==> src/hw/rtl/mo3p_pkg.sv <==
package mo3p_pkg;

    // fixed field widths of the item ports
    localparam int INDEX_W = 10;
    localparam int DATA_W  = 32;

    // defaults for the top-level parameters
    localparam int STORE_DEPTH_DEF = 1024;
    localparam int VALUE_WIDTH_DEF = 32;

    // command codes
    typedef enum logic [1:0] {
        CMD_WRITE = 2'd0,
        CMD_PART  = 2'd1,
        CMD_READ  = 2'd2,
        CMD_BAD   = 2'd3
    } t_cmd;

    // partition engine status toward the command control
    typedef struct packed {
        logic busy;
        logic done;
    } t_part_sts;

endpackage

==> src/hw/rtl/mo3p_part.sv <==
module mo3p_part #(
    parameter int STORE_DEPTH = 1024,
    parameter int VALUE_WIDTH = 32
) (
    input  logic                           i_clk,
    input  logic                           i_rst_n,
    input  logic                           i_start,
    input  logic [$clog2(STORE_DEPTH)-1:0] i_start_idx,
    input  logic [$clog2(STORE_DEPTH)-1:0] i_end_idx,
    input  logic [VALUE_WIDTH-1:0]         i_rdata,
    output logic                           o_we,
    output logic [$clog2(STORE_DEPTH)-1:0] o_waddr,
    output logic [VALUE_WIDTH-1:0]         o_wdata,
    output logic [$clog2(STORE_DEPTH)-1:0] o_raddr,
    output logic [$clog2(STORE_DEPTH)-1:0] o_pos,
    output mo3p_pkg::t_part_sts            o_sts
);

    import mo3p_pkg::*;

    localparam int AW  = $clog2(STORE_DEPTH);
    localparam int AW1 = AW + 1;
    // scan pointers run from start-1 up to end+1
    localparam int IW  = AW + 2;

    typedef enum logic [4:0] {
        P_IDLE,
        P_RD_S,
        P_RD_M,
        P_RD_E,
        P_GET_E,
        P_MED1,
        P_MED2,
        P_MED3,
        P_SWP1,
        P_SWP2,
        P_SCAN_I,
        P_CMP_I,
        P_SCAN_J,
        P_CMP_J,
        P_CHECK,
        P_XCH1,
        P_XCH2,
        P_FIN_RD,
        P_FIN_GET,
        P_FIN_W2
    } t_pstate;

    t_pstate r_state;
    logic    r_done;

    logic [AW-1:0]          r_s, r_e, r_m, r_p, r_pos;
    logic [VALUE_WIDTH-1:0] r_vs, r_vm, r_ve, r_pv, r_vi, r_vj;
    logic                   r_g1;
    logic signed [IW-1:0]   r_i, r_j;

    logic [AW1-1:0]         mid_sum;
    logic signed [IW-1:0]   s_ext, e_ext;
    logic signed [VALUE_WIDTH-1:0] cmp_a, cmp_b;
    logic                   c_gt;

    assign mid_sum = AW1'(i_start_idx) + AW1'(i_end_idx);
    assign s_ext   = $signed(IW'(r_s));
    assign e_ext   = $signed(IW'(r_e));

    // shared signed comparator, operands picked by step
    always_comb begin
        cmp_a = $signed(r_vm);
        cmp_b = $signed(r_vs);
        case (r_state)
            P_MED2: begin
                cmp_a = $signed(r_ve);
                cmp_b = r_g1 ? $signed(r_vs) : $signed(r_vm);
            end
            P_MED3: begin
                cmp_a = r_g1 ? $signed(r_vm) : $signed(r_ve);
                cmp_b = r_g1 ? $signed(r_ve) : $signed(r_vs);
            end
            P_CMP_I: begin
                cmp_a = $signed(i_rdata);
                cmp_b = $signed(r_pv);
            end
            P_CMP_J: begin
                cmp_a = $signed(r_pv);
                cmp_b = $signed(i_rdata);
            end
            default: begin
                cmp_a = $signed(r_vm);
                cmp_b = $signed(r_vs);
            end
        endcase
    end

    assign c_gt = cmp_a > cmp_b;

    // store port drive per step
    always_comb begin
        o_we    = 1'b0;
        o_waddr = r_s;
        o_wdata = r_pv;
        o_raddr = r_s;
        case (r_state)
            P_RD_M:   o_raddr = r_m;
            P_RD_E:   o_raddr = r_e;
            P_SCAN_I: o_raddr = r_i[AW-1:0];
            P_SCAN_J: o_raddr = r_j[AW-1:0];
            P_FIN_RD: o_raddr = r_i[AW-1:0];
            P_SWP1: begin
                o_we    = 1'b1;
                o_waddr = r_p;
                o_wdata = r_vs;
            end
            P_SWP2: begin
                o_we    = 1'b1;
            end
            P_XCH1: begin
                o_we    = 1'b1;
                o_waddr = r_i[AW-1:0];
                o_wdata = r_vj;
            end
            P_XCH2: begin
                o_we    = 1'b1;
                o_waddr = r_j[AW-1:0];
                o_wdata = r_vi;
            end
            P_FIN_GET: begin
                o_we    = 1'b1;
                o_wdata = i_rdata;
            end
            P_FIN_W2: begin
                o_we    = 1'b1;
                o_waddr = r_i[AW-1:0];
            end
            default: begin
                o_we    = 1'b0;
            end
        endcase
    end

    always_ff @(posedge i_clk) begin
        if (!i_rst_n) begin
            r_state <= P_IDLE;
            r_done  <= 1'b0;
        end else begin
            r_done <= (r_state == P_FIN_W2);
            case (r_state)
                P_IDLE: begin
                    if (i_start) begin
                        r_s     <= i_start_idx;
                        r_e     <= i_end_idx;
                        r_m     <= mid_sum[AW:1];
                        r_state <= P_RD_S;
                    end
                end
                P_RD_S: r_state <= P_RD_M;
                P_RD_M: begin
                    r_vs    <= i_rdata;
                    r_state <= P_RD_E;
                end
                P_RD_E: begin
                    r_vm    <= i_rdata;
                    r_state <= P_GET_E;
                end
                P_GET_E: begin
                    r_ve    <= i_rdata;
                    r_state <= P_MED1;
                end
                P_MED1: begin
                    r_g1    <= c_gt;
                    r_state <= P_MED2;
                end
                P_MED2: begin
                    if (c_gt) begin
                        r_state <= P_MED3;
                    end else if (r_g1) begin
                        r_p     <= r_s;
                        r_pv    <= r_vs;
                        r_state <= P_SWP1;
                    end else begin
                        r_p     <= r_m;
                        r_pv    <= r_vm;
                        r_state <= P_SWP1;
                    end
                end
                P_MED3: begin
                    if (r_g1) begin
                        r_p  <= c_gt ? r_e : r_m;
                        r_pv <= c_gt ? r_ve : r_vm;
                    end else begin
                        r_p  <= c_gt ? r_s : r_e;
                        r_pv <= c_gt ? r_vs : r_ve;
                    end
                    r_state <= P_SWP1;
                end
                P_SWP1: r_state <= P_SWP2;
                P_SWP2: begin
                    r_i     <= s_ext;
                    r_j     <= e_ext;
                    r_state <= P_SCAN_I;
                end
                P_SCAN_I: begin
                    r_state <= (r_i < e_ext) ? P_CMP_I : P_SCAN_J;
                end
                P_CMP_I: begin
                    if (c_gt) begin
                        r_vi    <= i_rdata;
                        r_state <= P_SCAN_J;
                    end else begin
                        r_i     <= r_i + IW'(1);
                        r_state <= P_SCAN_I;
                    end
                end
                P_SCAN_J: begin
                    r_state <= (r_j > s_ext) ? P_CMP_J : P_CHECK;
                end
                P_CMP_J: begin
                    if (c_gt) begin
                        r_vj    <= i_rdata;
                        r_state <= P_CHECK;
                    end else begin
                        r_j     <= r_j - IW'(1);
                        r_state <= P_SCAN_J;
                    end
                end
                P_CHECK: begin
                    if (r_i > r_j) begin
                        r_i     <= r_i - IW'(1);
                        r_state <= P_FIN_RD;
                    end else if (r_i == r_j) begin
                        // swap with itself, just step both pointers
                        r_i     <= r_i + IW'(1);
                        r_j     <= r_j - IW'(1);
                        r_state <= P_SCAN_I;
                    end else begin
                        r_state <= P_XCH1;
                    end
                end
                P_XCH1: r_state <= P_XCH2;
                P_XCH2: begin
                    r_i     <= r_i + IW'(1);
                    r_j     <= r_j - IW'(1);
                    r_state <= P_SCAN_I;
                end
                P_FIN_RD:  r_state <= P_FIN_GET;
                P_FIN_GET: r_state <= P_FIN_W2;
                P_FIN_W2: begin
                    r_pos   <= r_i[AW-1:0];
                    r_state <= P_IDLE;
                end
                default: r_state <= P_IDLE;
            endcase
        end
    end

    assign o_pos      = r_pos;
    assign o_sts.busy = (r_state != P_IDLE);
    assign o_sts.done = r_done;

endmodule

==> config.mk <==
export PLATFORM = sky130hd
export DESIGN_NAME = mo3p_part
export DESIGN_NICKNAME = d
export VERILOG_FILES = /design/src/hw/rtl/mo3p_pkg.sv /design/src/hw/rtl/mo3p_part.sv
export SDC_FILE = /design/constraint.sdc
export NUM_CORES = 1
export LEC_CHECK = 0
export ABC_CLOCK_PERIOD_IN_PS = 5100
export BUFFER_PORTS_ARGS = -buffer_cell sky130_fd_sc_hd__clkbuf_2
export CAP_MARGIN = 40
export CORE_ASPECT_RATIO = 2
export CORE_MARGIN = 10
export CORE_UTILIZATION = 55
export CTS_BUF_LIST = sky130_fd_sc_hd__clkbuf_8
export CTS_CLUSTER_DIAMETER = 100
export DETAILED_ROUTE_END_ITERATION = 7
export GPL_ROUTABILITY_DRIVEN = 0
export MAX_ROUTING_LAYER = met4
export PLACE_DENSITY = 0.77
export SLEW_MARGIN = 5
export SYNTH_ARGS = -nofsm -noshare
export SYNTH_HDL_FRONTEND = slang
export SYNTH_SLANG_ARGS = --single-unit
==> constraint.sdc <==
create_clock -name i_clk -period 5.1 [get_ports i_clk]
set_clock_uncertainty 0.05 [all_clocks]
set_input_delay 0.255 -clock i_clk [delete_from_list [all_inputs] [get_ports i_clk]]
set_output_delay 0.255 -clock i_clk [all_outputs]
set_load 0.03 [all_outputs]
== Word level (Yosys, flattened, before mapping) ==
Cells that the tools add are included.

* Flip-flop bits (word level): 273
* Input port bits: 55
* Output and inout port bits: 65
* Word-level logic and storage cells: 108

* $add $sub $neg: 4
* Order comparisons: 4
* Equal/unequal tests: 27
* Mux-type cells: 37
* Reductions and logical operators: 20

{| class="wikitable"
|+ Operators by type and width
! operator !! number
|-
| $pmux W32 S4 || 3
|-
| $mux W32 || 7
|-
| $pmux W12 S4 || 2
|-
| $pmux W5 S18 || 1
|-
| $mux W12 || 6
|-
| $pmux W32 S2 || 1
|-
| $mux W10 || 5
|-
| $eq A5 B4 Y1 const B || 8
|-
| $pmux W10 S4 || 1
|-
| $gt A32 B32 Y1 || 1
|-
| $pmux W10 S3 || 1
|-
| $sub A12 B2 Y12 const B || 2
|-
| $eq A5 B3 Y1 const B || 4
|-
| $eq A5 B5 Y1 const B || 4
|-
| $pmux W10 S2 || 1
|-
| $add A12 B2 Y12 const B || 1
|-
| $eq A12 B12 Y1 || 1
|-
| $gt A12 B11 Y1 || 1
|-
| $gt A12 B12 Y1 || 1
|-
| $lt A12 B11 Y1 || 1
|-
| $ne A2 B2 Y1 const B || 6
|-
| $reduce_and A3 Y1 || 4
|-
| $add A10 B10 Y11 || 1
|-
| $eq A5 B2 Y1 const B || 2
|-
| 16 further kinds || 27
|}

== Logic depth before layout (Yosys ltp) ==
* Depth after elaboration: 6
* Gate-level depth with buffers: 20
* Gate-level depth less buffers: 16

== Worst setup path after synthesis ==
OpenSTA, ideal clock, no wires.

* Path kind: register to register
* From: register r_state[1]
* To: register r_p[0] (enable)
* Library setup time: 404 ps
* Data arrival time: 4,684 ps
* Data required time: 4,646 ps
* Setup slack: -38 ps
* Cell stages (with the launch flop): 21
* Period minus slack after synthesis: 5,138 ps
* Cells stage by stage: dfxtp_1 -> buf_2 -> nand2b_1 -> buf_4 -> or3_1 -> nor2_1 -> nand2_1 -> o31ai_1 -> clkbuf_1 -> nand2_1 -> nand2_1 -> ha_1 -> nand4_1 -> nor2_1 -> o2bb2ai_1 -> o41a_2 -> nor3_4 -> nor2_8 -> buf_2 -> nand2_1 -> and3_1

* Word-level cells in the longest chain between the ends: 5

{| class="wikitable"
|+ Ends and longest elaborated chain
! element !! RTL line !! RTL
|-
| start, declared || mo3p_part.sv:49 || <nowiki>t_pstate r_state;</nowiki>
|-
| start signal, assigned || mo3p_part.sv:202 || <nowiki>r_state <= (r_i < e_ext) ? P_CMP_I : P_SCAN_J;</nowiki>
|-
| start signal, assigned || mo3p_part.sv:214 || <nowiki>r_state <= (r_j > s_ext) ? P_CMP_J : P_CHECK;</nowiki>
|-
| $eq A5 B4 Y1 / $eq A5 B3 Y1 (equally long branches) || mo3p_part.sv:70 || <nowiki>case (r_state)</nowiki>
|-
| $pmux W32 S4 || mo3p_part.sv:70 ||
|-
| $gt A32 B32 Y1 * || mo3p_part.sv:94 || <nowiki>assign c_gt = cmp_a > cmp_b;</nowiki>
|-
| named net c_gt || mo3p_part.sv:60 || <nowiki>logic c_gt;</nowiki>
|-
| $ne A2 B2 Y1 (no source line) * || - ||
|-
| $reduce_and A3 Y1 (no source line) * || - ||
|-
| end signal, assigned || mo3p_part.sv:176 || <nowiki>r_p <= r_s;</nowiki>
|-
| end signal, assigned || mo3p_part.sv:180 || <nowiki>r_p <= r_m;</nowiki>
|-
| end signal, assigned || mo3p_part.sv:187 || <nowiki>r_p <= c_gt ? r_e : r_m;</nowiki>
|-
| end, declared || mo3p_part.sv:52 || <nowiki>logic [AW-1:0] r_s, r_e, r_m, r_p, r_pos;</nowiki>
|}

Mark *: on every way through the listed nets, which the timed path passes. The rest lies on a longest branch.
A chain may end at the register's enable or synchronous reset.

== Worst setup path after layout ==
* From: register r_state[0]
* To: register r_j[2] (enable)

* Word-level cells in the longest chain between the ends: 5

{| class="wikitable"
|+ Ends and longest elaborated chain
! element !! RTL line !! RTL
|-
| $eq A5 B4 Y1, or another cell as far along || mo3p_part.sv:70, mo3p_part.sv:146 ||
|-
| $pmux W32 S4 || mo3p_part.sv:70 ||
|-
| $gt A32 B32 Y1 || mo3p_part.sv:94 ||
|-
| $ne A2 B2 Y1 (no source line) || - ||
|-
| $reduce_and A5 Y1 (no source line) * || - ||
|-
| end signal, assigned || mo3p_part.sv:198 || <nowiki>r_j <= e_ext;</nowiki>
|-
| end signal, assigned || mo3p_part.sv:221 || <nowiki>r_j <= r_j - IW'(1);</nowiki>
|-
| end signal, assigned || mo3p_part.sv:232 || <nowiki>r_j <= r_j - IW'(1);</nowiki>
|-
| end, declared || mo3p_part.sv:55 || <nowiki>logic signed [IW-1:0] r_i, r_j;</nowiki>
|}

Mark *: on every way between the ends. The rest lies on a longest branch, timed or not.

==> summary.md <==
| Metric | Value |
|---|---|
| DRT iter0 DRCs | 2187 |
| Via count | 14676 |
| Dominant synthesized flop cell | edfxtp_1 |
| Mean post-synth cell area | 10.8 sq um |
| Ys async rst share | 0% |
| Initial antenna violation count | 3 |
| Core footprint | 29000 sq um |
| CTS root buffer | clkbuf_8 |
| Synth top cells by count | edfxtp_1 (267), nand2_1 (130), nor2_1 (119), a22oi_1 (96) |
| Area growth syn-to-layout | 16.1% |
| DP Worst Slack | 0.229 ns |
| Detailed-route wire length per cell | 25.9 microns |
| Min Tclk post-route | 4.86 ns |
| CP delay by family, top | buffers and inverters |
| H-tree Lvls | 2 |
| CP Buf/Inv Count | 5 |
| Fmax | 206 MHz |
| Share of post-route cells with drive strength above 1 | 16.2% |
| Synthesized cell area | 16200 sq um |
| Fin. max-slew vios | 0 |
| Warnings from Yosys | 0 |
| Max Cap Viol | 0 |
| Kind of critical path | reg -> reg |
| CP cell instances | buf_4, clkinv_1, nand2_1, buf_4, o21ai_0, a221oi_1, ha_1, nand4_1, nor2_1, o2bb2ai_1, o41a_2, nor3_4, nor2_8, buf_4, a211oi_2, buf_4 |
| Num rows | 88 |
| IO Count | 120 |
| Setup TNS | 0 ns |
| Setup crit start kind | flop |
| Grt total ovfl | 0 |
| Crit path required time | 5.31 ns |
| Most frequent cell after synthesis | edfxtp_1 |
| Setup crit end kind | flop |
| Register area share after synthesis | 50.2% |
| Unrepaired setup endpoints after global routing | false |
| Power density over cell area | 270 nW/um^2 |
| Largest net degree at the start of global routing | 76 |
| Slowest stage delay, CP | 0.55 ns |
| Worst path most repeated cell | buf_4 |
| Final cycle utilization of the critical path | 95.2% |
| Pleak | 7.06 nW |
| Post-Route WL | 53.4 mm |
| Reg-to-Reg Start | r_state[0] |
| Vias per cell | 7.11 |
| FF-to-FF End | r_j[2] |
| Tightest Pin Transition | 0.929 ns |
| Filler cell count in the final layout | 2277 |
| Input/output buffers | 119 |
| Final setup violation count | 0 |
| CTS Buf Count | 40 |
| Worst VDD drop | 0.218 mV |
| Tot GR Track Use | 28.4% |
| Top post-synthesis cells by area | edfxtp_1 (49%), ha_1 (5.8%), a222oi_1 (5.1%) |
| Fin worst setup slack | 0.243 ns |
| Status | finished clean |
| Vias in the first global route | 14880 |
| Die X-Extent | 141 microns |
| Fin. Hold Viols | 0 |
| CTS tree | built |
| CTS Sinks | 273 |
| DRC | 0 |
| Worst Setup SP | r_state[0] |
| Worst R2R Path Depth | 16 |
| Reg clk slew, reported paths | 0.07 ns |
| Synth cell types | 74 |
| Layout Nets | 1802 |
| Starting density of the core | 56.0% |
| Hold WC Path Type | in -> reg |
| Yosys reg bits | 273 |
| Clk buf depth | 3 |
| Worst slew margin | 37.8% |
| Post-Syn Instances | 1507 |
| Chip height | 263 microns |
| Slowest CP cell | o41a_2 |
| Worst setup path endpoint | r_j[2] |
| CP Max Fanout | 32 |
| Worst path arrival time | 5.07 ns |
| Syn nets | 1638 |
| Post-DP HPWL | 35.2 mm |
| Drt pass-1 iters | 8 |
| Number of enable flip-flop cells after synthesis | 267 |
| Top cell type's share of synthesized area | 49.5% |
| Die area | 37200 sq um |
| Global-route wire length before repair | 81.7 mm |
| Clock Latency Late Sink | 0.58 ns |
| ANT nets after route | 0 |
| WP depth | 16 |
| Yosys top cell by area | edfxtp_1 |
| R2r setup slk | 0.24 ns |
## flip-flops by register name, indices dropped and copies added (netlist names)
signal and cells:
r_ve 32, r_vm 32, r_i 12, r_vj 32, r_j 12, r_p 10, r_pv 32, r_vs 32
o_pos 10, r_e 10, r_state 5, r_vi 32, r_g1 1, r_m 10, r_done 1, r_s 10
## worst register-to-register path: stages, from the launching register on
cell and delay, ns:
dfxtp_1 0.33, buf_4 0.27, clkinv_1 0.41, nand2_1 0.22, buf_4 0.38, o21ai_0 0.21, a221oi_1 0.26, ha_1 0.32
nand4_1 0.18, nor2_1 0.07, o2bb2ai_1 0.16, o41a_2 0.55, nor3_4 0.33, nor2_8 0.09, buf_4 0.17, a211oi_2 0.27
buf_4 0.28
## worst min path at each step
stage	startpoint	end	slack [ns]	cells past startpoint
4_1_cts	i_rst_n	r_done	0.15	3
6_report	i_rst_n	r_done	0.20	3
2_1_floorplan	i_end_idx[0]	r_e[0]	0.30	0
5_1_grt	i_rst_n	r_done	0.16	3
3_5_place_dp	i_start_idx[2]	r_s[2]	0.41	1
3_3_place_gp	i_start_idx[2]	r_s[2]	0.41	1
## kinds of logic after synthesis
family                     after synthesis  share of synthesized area, %
AOI/OAI and AO/OA                      498                          22.6
and+or+nand+nor                        361                          10.1
DFF                                    273                          50.2
buffers and inverters                  194                          4.89
muxes                                   76                          4.71
adders and majority gates               76                          5.91
xor gates and xnor gates                29                          1.57
## through the flow
stage | std cells | hold WS [ns] | util (%) | cell area [sq um] | power [W]
after floorplan | 1507 | 0.304 | - | 16200 | 0.00301
after global placement | 1925 | 0.406 | 59.9 | 17400 | 0.00320
after detailed placement | 1931 | 0.413 | 60.3 | 17400 | 0.00323
after CTS | 2054 | 0.154 | 64.8 | 18800 | 0.00507
after global routing | 2063 | 0.164 | 65.0 | 18800 | 0.00525
final | 2063 | 0.198 | 65.0 | 18800 | 0.00508
## placed cells by master (no fill, tap or decap), drive strengths merged, types with 31 or more instances in the layout
cell / netlist / final
dlygate4sd3: 0 / 52
mux2i: 74 / 74
a31oi: 51 / 51
a222oi: 82 / 82
nor2: 120 / 120
nand2: 130 / 130
a221oi: 36 / 36
a21oi: 59 / 59
o22ai: 31 / 31
a22oi: 96 / 96
edfxtp: 267 / 267
ha: 75 / 75
buf: 32 / 64
inv: 79 / 89
clkbuf: 82 / 162
o21ai: 64 / 64
## where the power goes
group	total (W)	switching (W)	internal, W
combinational	0.000658	0.000407	0.000252
sequential	0.00259	0.0000635	0.00252
clock	0.00183	0.000900	0.000934
## cell type report
cell class / count / area, sq um / share of cell area, %
antenna: 3 / 7.51 / 0.0399
clock buffer: 43 / 592 / 3.14
clock inverter: 28 / 200 / 1.06
inverter: 80 / 300 / 1.60
multi-input combinational: 1040 / 7380 / 39.2
sequential: 273 / 8140 / 43.2
tap: 360 / 450 / 2.39
timing repair buffer: 236 / 1760 / 9.33
## layer usage
layer / vias up / global-route usage [%] / routed length [microns] / part of all wire, %
met5: - / - / 0 / 0
met4: 0 / 21.5 / 4490 / 8.4
met3: 299 / 4.18 / 4550 / 8.5
met2: 1101 / 49.3 / 27600 / 52
met1: 6924 / 27.5 / 16700 / 31
li1: 6352 / - / - / -
## repair_timing
action	4_1_cts	5_1_grt
gates resized for setup	0	2
hold endpoints to repair	180	0
setup buffers	0	6
hold buffers	52	0
endpoints found under the setup margin	0	27
Note: power is estimated with default switching activity, not from simulation.
